===== src/rtl/core/snlva_pkg.sv =====
// ----------------------------------------------------------------------------
// snlva_pkg
// Shared types and command codes for the sparse nonzero local-view assigner.
// ----------------------------------------------------------------------------
package snlva_pkg;

	localparam int unsigned CMD_W   = 3;
	localparam int unsigned INDEX_W = 10;

	typedef enum logic [CMD_W-1:0] {
		CMD_MARK_FIRST  = 3'd0,
		CMD_MARK_SECOND = 3'd1,
		CMD_COUNT       = 3'd2,
		CMD_CLASSIFY    = 3'd3,
		CMD_CLEAR       = 3'd4
	} cmd_e;

	typedef struct packed {
		logic [CMD_W-1:0]   cmd;
		logic [INDEX_W-1:0] row;
		logic [INDEX_W-1:0] col;
	} in_t;

	typedef struct packed {
		logic to_column_part;
		logic row_is_split;
		logic col_is_split;
	} out_t;

	// controller to datapath
	typedef struct packed {
		logic capture;
		logic execute;
		logic clear;
	} ctl_t;

	// datapath to controller
	typedef struct packed {
		logic sweep_done;
	} sts_t;

endpackage


===== src/rtl/core/snlva_ctrl.sv =====
// ----------------------------------------------------------------------------
// snlva_ctrl
// Controller: accepts commands, sequences execute and the clearing sweep.
// ----------------------------------------------------------------------------
module snlva_ctrl (
	input  logic                          clk,
	input  logic                          arst_n,
	input  logic                          start,
	input  logic [snlva_pkg::CMD_W-1:0]   cmd,
	input  snlva_pkg::sts_t               sts,
	output snlva_pkg::ctl_t               ctl,
	output logic                          busy
);

	typedef enum logic [2:0] {
		ST_IDLE  = 3'b001,
		ST_EXEC  = 3'b010,
		ST_CLEAR = 3'b100
	} state_t;

	state_t state_q;
	state_t state_d;

	always_comb begin
		state_d = state_q;
		unique case (state_q)
			ST_IDLE: begin
				if (start) begin
					state_d = (cmd == snlva_pkg::CMD_CLEAR) ? ST_CLEAR : ST_EXEC;
				end
			end
			ST_EXEC: begin
				state_d = ST_IDLE;
			end
			ST_CLEAR: begin
				if (sts.sweep_done) begin
					state_d = ST_IDLE;
				end
			end
			default: begin
				state_d = ST_IDLE;
			end
		endcase
	end

	// stores are swept to zero right after reset
	always_ff @(posedge clk or negedge arst_n) begin
		if (!arst_n) begin
			state_q <= ST_CLEAR;
		end else begin
			state_q <= state_d;
		end
	end

	assign busy        = (state_q != ST_IDLE);
	assign ctl.capture = (state_q == ST_IDLE) && start;
	assign ctl.execute = (state_q == ST_EXEC);
	assign ctl.clear   = (state_q == ST_CLEAR);

endmodule


===== config.mk =====
export PLATFORM = sky130hd
export DESIGN_NAME = snlva_ctrl
export DESIGN_NICKNAME = d
export VERILOG_FILES = /design/src/rtl/core/snlva_pkg.sv /design/src/rtl/core/snlva_ctrl.sv
export SDC_FILE = /design/constraint.sdc
export NUM_CORES = 1
export LEC_CHECK = 0
export BUFFER_PORTS_ARGS = -buffer_cell sky130_fd_sc_hd__buf_2
export CORE_AREA = 2 2 39 41
export DETAILED_ROUTE_END_ITERATION = 10
export DIE_AREA = 0 0 41 43
export PLACE_DENSITY = 0.34
export SYNTH_ARGS = -nofsm -noshare
export SYNTH_HDL_FRONTEND = slang
export SYNTH_SLANG_ARGS = --single-unit

===== constraint.sdc =====
create_clock -name clk -period 2.75 [get_ports clk]
set_input_delay 0.1375 -clock clk [delete_from_list [all_inputs] [get_ports clk]]
set_output_delay 0.1375 -clock clk [all_outputs]
set_load 0.005 [all_outputs]

==> results of run 1 <==
==> area by class of cell <==
type | instances | share of cell area, %
flip-flops and latches | 3 | 30.35
multi-input cells | 9 | 27.36
repair buffers | 11 | 23.88
clock buffers | 4 | 10.45
well taps | 16 | 7.960
==> cell families (layout without fill, tap and decap cells) <==
family | after synthesis | in the layout | share of synthesized area, %
AO/OA/AOI/OAI | 2 | 2 | 11.21
buffers and inverters | 0 | 15 | 0
flip-flops | 3 | 3 | 52.59
AND/OR/NAND/NOR | 7 | 7 | 36.21
==> synthesized netlist by cell type <==
cell type | n | area share, %
sky130_fd_sc_hd__dfrtp_1 | 2 | 34
sky130_fd_sc_hd__nor2_1 | 2 | 5.2
sky130_fd_sc_hd__nor3b_1 | 2 | 10
sky130_fd_sc_hd__a21boi_1 | 1 | 5.2
sky130_fd_sc_hd__a31o_2 | 1 | 6.0
sky130_fd_sc_hd__and4bb_2 | 1 | 8.6
sky130_fd_sc_hd__dfstp_2 | 1 | 18
sky130_fd_sc_hd__nor4b_1 | 1 | 6.0
sky130_fd_sc_hd__or3b_2 | 1 | 6.0
==> how the worst max path moves through the flow <==
| stage | from | to | slack (ns) |
|---|---|---|---|
| finish | state_q[1] | busy | 1.38 |
| global placement | state_q[2] | state_q[2] | 1.62 |
| floorplan | state_q[2] | state_q[2] | 1.67 |
| detailed placement | state_q[2] | state_q[2] | 1.61 |
| CTS | state_q[1] | busy | 1.37 |
| global route | state_q[1] | busy | 1.33 |
==> power by group through the flow <==
| stage | Clock (uW) | Sequential, uW | Combinational (uW) |
|---|---|---|---|
| 6_report | 76.8 | 53.2 | 24.3 |
| 5_1_grt | 87.1 | 54.5 | 27.0 |
| 4_1_cts | 80.6 | 53.1 | 24.6 |
| 3_5_place_dp | 0 | 53.7 | 23.4 |
| 3_3_place_gp | 0 | 53.3 | 23.0 |
| 2_1_floorplan | 0 | 52.8 | 11.7 |
==> metal layers <==
metal  global-route usage (%)  routed length, um
met5                        0                  0
met4                    6.000                  0
met3                    6.283                 49
met2                    6.250                131
met1                    6.515                178
==> timing repair <==
item,CTS,global route
endpoints found under the hold margin,3,0
resized for setup,0,0
hold buffers,1,0
setup buffers,0,0
==> worst max-delay path: cells and delay by family (launching register included) <==
family,cells,cell delay (ns)
buffers and inverters,1,0.14
flip-flops,1,0.40
AND/OR/NAND/NOR,1,0.47
==> stage by stage <==
step           setup WS [ns]  util [%]
2_1_floorplan          1.665         -
3_3_place_gp           1.622     15.55
3_5_place_dp           1.613     15.55
4_1_cts                1.369     18.17
5_1_grt                1.325     18.17
6_report               1.378     18.17
==> metrics.json, run 1 <==
{
  "status": {
    "status": "complete, no violations"
  },
  "sta": {
    "max_slew.worst_pin.slew_ns": 0.4033,
    "finalCriticalPeriod_ns": 1.372,
    "period_share_pct": 49.89,
    "slew_violations": 0,
    "totalNegativeSetupSlack_ns": 0,
    "timing.slew.headroom_pct": 72.73,
    "worst_clock_skew_ns": 0.0006462,
    "grt_setup_unrepaired": "no",
    "timing_hold_violations_final": 0,
    "max_freq_mhz": 728.9,
    "fin_worst_hold_slack_ns": 0.09728,
    "finalSetupViolations": 0
  },
  "setup_path": {
    "timing.critical_path.required_ns": 2.61,
    "critPathSlowestCell": "sky130_fd_sc_hd__or3b_2",
    "critical_path.cell_chain": "or3b_2 -> buf_2",
    "setup.reg_to_reg.worst_slack_ns": 1.62,
    "cp-end-kind": "output pin",
    "worst-path-max-fanout": 5,
    "rr_worst_depth": 2,
    "crit-reg2reg-capture": "state_q[2]",
    "worst_path_largest_cell_delay_ns": 0.47,
    "reg2reg_from": "state_q[2]",
    "worst-endpoint-arrival_ns": 1.23,
    "setup.worst_path.class": "register to output pin",
    "timing.critical_path.from_type": "register"
  },
  "detailed_routing": {
    "drtIter0Drc": 1,
    "routed_wire_length_per_instance_um": 8.349,
    "viasPerCell": 3.581,
    "vias": 154,
    "antenna_violating_nets_post_route": 0,
    "drt_pass1_iterations": 2,
    "postRouteWirelength_um": 359,
    "detail_route.drc_violations": 0
  },
  "cells_and_area": {
    "final_common_cell": "sky130_fd_sc_hd__buf_2",
    "final_layout_size_suffix_gt1_share_pct": 62.96,
    "layout.cells.non_filler": 43,
    "number_of_fill_cells": 163,
    "postLayoutCellArea_sq_um": 251.5,
    "largest_register_ff_count": 3,
    "nets": 35,
    "multi_input_gate_area_sq_um": 68.82,
    "layout.area.seq_sq_um": 76.32,
    "top_register": "state_q",
    "layout_common_cells": "sky130_fd_sc_hd__buf_2 (10), sky130_fd_sc_hd__clkbuf_4 (3), sky130_fd_sc_hd__nor3b_1 (2), sky130_fd_sc_hd__nor2_1 (2), sky130_fd_sc_hd__dfrtp_1 (2)",
    "area_growth_pct": 73.28,
    "layout_top_registers": "state_q: 3 flops",
    "antenna_cells": 0
  },
  "power": {
    "total_power_uw": 154.2,
    "power_frac_comb_pct": 15.7,
    "cell_internal_pwr_uw": 118.4,
    "netSwitchingPower_uw": 35.83,
    "power_frac_seq_pct": 34.5,
    "clkPwrFrac_pct": 49.8,
    "vdd_ir_drop_max_mv": 0.1246,
    "power_density_nw_per_um2": 613.3,
    "static-leakage-power_uw": 0.0001163,
    "power.share.switching_pct": 23.23
  },
  "cts": {
    "cts.sinks": 3,
    "clkSlewWorstSetupHoldPaths_ns": 0.04,
    "clock_tree.htree_level_count": 1,
    "cts_tree": "done",
    "clockRootBuffer": "sky130_fd_sc_hd__clkbuf_4",
    "worst_skew_pair.late_latency_ns": 0.23,
    "cts_buffers": 3,
    "max-clock-path-buffers": 2
  },
  "synthesis": {
    "mappedNetlistNets": 19,
    "postSynthCellCount": 12,
    "yosysSeqAreaShare_pct": 52.59,
    "netlist_area_sq_um": 145.1,
    "synth_area_per_cell_sq_um": 12.09,
    "ys_ff_latch": 3,
    "synth.distinct_cells": 9,
    "yosys_warnings": 0
  },
  "floorplanning": {
    "floorplan.die.height_um": 43,
    "placementRows": 14,
    "dieWidth_um": 41,
    "design.die.area_sq_um": 1763,
    "core-area_sq_um": 1384,
    "start_util_pct": 10.49,
    "io_pins": 11
  },
  "grt": {
    "first_global_vias": 162,
    "pin_count_of_the_biggest_net_entering_global_routing": 6,
    "global_route_wire_length_before_repair_um": 634,
    "grt.overflow.total": 0,
    "gr-usage-all-layers_pct": 6.149,
    "grt_antenna_before_repair": 0
  },
  "placement": {
    "hpwl_um": 277.2,
    "dpl.cell_count": 38,
    "area_after_detailed_placement_sq_um": 215.2,
    "port_buffers": 10,
    "place.gp.congestion": 0.6218
  },
  "min_path": {
    "hold_class": "input pin to register",
    "min-delay-start": "cmd[2]",
    "timing.hold.worst_endpoint": "state_q[1]",
    "timing.hold.worst_path_depth": 2
  },
  "run": {
    "max-cap-violations": 0
  }
}
No activity file was read; power rests on OpenSTA's default activity.
==> run 2, diff against run 1 <==
- clock period: 2.75 -> 1.4 ns (I/O delays scaled with it)
==> run 2 against run 1 <==
Wire length down 3.1%. Largest cell class unchanged. Cell count is the same. Via count down 7.8%. Critical path type unchanged. Worst hold slack lost 0.076 ns. Die area unchanged. Global-route usage is 0.62 points lower. Power increased by 95%. Critical path depth unchanged. Non-clock buffer count unchanged.
==> metrics.json, run 2 (synthesis results as in run 1) <==
{
  "status": {
    "status": "complete, no violations"
  },
  "cts": {
    "cts.hold.buffers_added": {"value": 1, "change": "unchanged"},
    "clockRootBuffer": "sky130_fd_sc_hd__clkbuf_4",
    "max-clock-path-buffers": {"value": 2, "change": "unchanged"},
    "clock_tree.htree_level_count": {"value": 1, "change": "unchanged"},
    "post_cts.resized_instances": {"value": 0, "change": "unchanged"},
    "cts_tree": "done",
    "cts_buffers": {"value": 3, "change": "unchanged"},
    "cts.sinks": {"value": 3, "change": "unchanged"},
    "clkSlewWorstSetupHoldPaths": {"value": 0.04, "unit": "ns", "change": "about the same"},
    "postCtsSetupRepairBufs": {"value": 0, "change": "unchanged"},
    "worst_skew_pair.late_latency": {"value": 0.23, "unit": "ns", "change": "about the same"}
  },
  "sta": {
    "finalCriticalPeriod_ns": 1.304,
    "timing_hold_violations_final": {"value": 0, "change": "unchanged"},
    "max_freq_mhz": 766.9,
    "grt_setup_unrepaired": "no",
    "totalNegativeSetupSlack": {"value": 0, "unit": "ns", "change": "unchanged"},
    "max_slew.worst_pin.slew": {"value": 0.3681, "unit": "ns", "change": "-0.03519 ns"},
    "timing.slew.headroom": {"value": 75.11, "unit": "%", "change": "+2.4 points"},
    "slew_violations": {"value": 0, "change": "unchanged"},
    "finalSetupViolations": {"value": 0, "change": "unchanged"},
    "worst_clock_skew": {"value": 0.002096, "unit": "ns", "change": "+0.001450 ns"},
    "period_share_pct": 93.14
  },
  "cells_and_area": {
    "largest_register_ff_count": {"value": 3, "change": "unchanged"},
    "final_common_cell": "sky130_fd_sc_hd__buf_2",
    "nets": {"value": 35, "change": "unchanged"},
    "layout_top_registers": "state_q: 3 flops",
    "final_layout_size_suffix_gt1_share": {"value": 62.96, "unit": "%", "change": "unchanged"},
    "layout_common_cells": "sky130_fd_sc_hd__buf_2 (10), sky130_fd_sc_hd__clkbuf_4 (3), sky130_fd_sc_hd__nor3b_1 (2), sky130_fd_sc_hd__nor2_1 (2), sky130_fd_sc_hd__dfrtp_1 (2)",
    "top_register": "state_q",
    "area_growth": {"value": 73.28, "unit": "%", "change": "unchanged"},
    "number_of_fill_cells": {"value": 154, "change": "-5.5%"},
    "antenna_cells": {"value": 0, "change": "unchanged"},
    "postLayoutCellArea": {"value": 251.5, "unit": "sq um", "change": "unchanged"}
  },
  "detailed_routing": {
    "antenna_violating_nets_post_route": {"value": 0, "change": "unchanged"},
    "top_layer_used": "met3",
    "met2RoutedLength": {"value": 123, "unit": "um", "change": "-6.1%"},
    "drt_pass1_iterations": {"value": 2, "change": "unchanged"},
    "met1Wirelength": {"value": 160, "unit": "um", "change": "-10%"},
    "amount_of_wire_on_met3_after_detailed_routing": {"value": 63, "unit": "um", "change": "+29%"},
    "drtIter0Drc": {"value": 3, "change": "+2"},
    "postRouteWirelength": {"value": 348, "unit": "um", "change": "-3.1%"},
    "vias": {"value": 142, "change": "-7.8%"},
    "detail_route.drc_violations": {"value": 0, "change": "unchanged"},
    "viasPerCell": {"value": 3.302, "change": "-7.8%"},
    "routed_wire_length_per_instance": {"value": 8.093, "unit": "um", "change": "-3.1%"}
  },
  "placement": {
    "area_after_detailed_placement": {"value": 215.2, "unit": "sq um", "change": "unchanged"},
    "place.gp.congestion": {"value": 0.5908, "change": "-5.0%"},
    "port_buffers": {"value": 10, "change": "unchanged"}
  },
  "floorplanning": {
    "start_util": {"value": 10.49, "unit": "%", "change": "unchanged"},
    "dieWidth": {"value": 41, "unit": "um", "change": "unchanged"},
    "core-area": {"value": 1384, "unit": "sq um", "change": "unchanged"},
    "floorplan.die.height": {"value": 43, "unit": "um", "change": "unchanged"},
    "io_pins": {"value": 11, "change": "unchanged"},
    "design.die.area": {"value": 1763, "unit": "sq um", "change": "unchanged"},
    "placementRows": {"value": 14, "change": "unchanged"}
  },
  "power": {
    "vdd_ir_drop_max": {"value": 0.3471, "unit": "mV", "change": "+180%"},
    "power_density": {"value": 1199, "unit": "nW/um^2", "change": "+95%"},
    "static-leakage-power": {"value": 0.0001163, "unit": "uW", "change": "unchanged"}
  },
  "setup_path": {
    "worst_path_largest_cell_delay": {"value": 0.47, "unit": "ns", "change": "about the same"},
    "timing.critical_path.from_type": "register",
    "critPathSlowestCell": "sky130_fd_sc_hd__or3b_2",
    "worst-path-max-fanout": {"value": 5, "change": "unchanged"},
    "worst-endpoint-arrival": {"value": 1.23, "unit": "ns", "change": "about the same"},
    "cp-end-kind": "output pin",
    "critical_path.cell_chain": "or3b_2 -> buf_2",
    "timing.critical_path.required": {"value": 1.33, "unit": "ns", "change": "-1.28 ns"},
    "setup.worst_path.class": "register to output pin"
  },
  "run": {
    "max-cap-violations": {"value": 0, "change": "unchanged"}
  },
  "grt": {
    "grt_antenna_before_repair": {"value": 0, "change": "unchanged"},
    "first_global_vias": {"value": 139, "change": "-14%"},
    "pin_count_of_the_biggest_net_entering_global_routing": {"value": 6, "change": "unchanged"},
    "gr-usage-all-layers": {"value": 5.533, "unit": "%", "change": "-0.62 points"},
    "global_route_wire_length_before_repair": {"value": 552, "unit": "um", "change": "-13%"},
    "grt.overflow.total": {"value": 0, "change": "unchanged"}
  },
  "min_path": {
    "hold_class": "input pin to register"
  }
}
==> run 2: cell counts in the layout (fill, tap and decap cells not counted) <==
Identical to the previous run, type by type.
==> run 2: cell type report <==
type / count / area [sq um] / share of cell area [%]
Sequential cell: 3 / 76.32 / 30.35
Multi-Input combinational cell: 9 / 68.82 / 27.36
Timing Repair Buffer: 11 / 60.06 / 23.88
Clock buffer: 4 / 26.28 / 10.45
Tap cell: 16 / 20.02 / 7.960
==> run 2: path summary, 6_finish.rpt <==
check / startpoint / end / slack (ns) / depth (start not counted)
hold reg to reg: state_q[1] / state_q[0] / 0.58 / 2
setup / recovery: state_q[1] / busy / 0.1 / 2
max in group asynchronous: arst_n / state_q[2] / 1.04 / 2
hold / removal: cmd[2] / state_q[1] / 0.02 / 2
min in group asynchronous: arst_n / state_q[0] / 0.17 / 2
setup reg to reg: state_q[2] / state_q[2] / 0.29 / 2
==> run 2: metal layers <==
| metal | track usage [%] | vias up |
|---|---|---|
| met5 | 0 | - |
| met4 | 8.000 | 0 |
| met3 | 4.712 | 0 |
| met2 | 5.000 | 10 |
| met1 | 5.825 | 56 |
| li1 | - | 76 |
==> run 2: where the power goes <==
part           total (uW)  internal [uW]  switching, uW
clock network         150            107           42.9
registers             105           96.2           8.70
logic                46.9           29.6           17.3
total                 301            233           68.9
==> run 2: critical path: cells and delay by family, from the launching register on <==
kind / cells / cell delay (ns)
buffers and inverters: 1 / 0.14
flip-flops: 1 / 0.40
AND/OR/NAND/NOR: 1 / 0.47
==> run 2: stage by stage <==
| step | hold slack, ns | utilization [%] | worst slack, ns | std cells | total power (uW) |
|---|---|---|---|---|---|
| after global placement | -0.1333 | 15.55 | 0.2848 | 38 | 149.6 |
| after detailed placement | -0.1314 | 15.55 | 0.2879 | 38 | 151.0 |
| after global routing | 0.01962 | 18.17 | 0.06390 | 43 | 322.8 |
| after floorplan | -0.2256 | - | 0.3153 | 12 | 126.7 |
| after CTS | 0.01390 | 18.17 | 0.08782 | 43 | 311.7 |
| final | 0.02176 | 18.17 | 0.09607 | 43 | 301.4 |
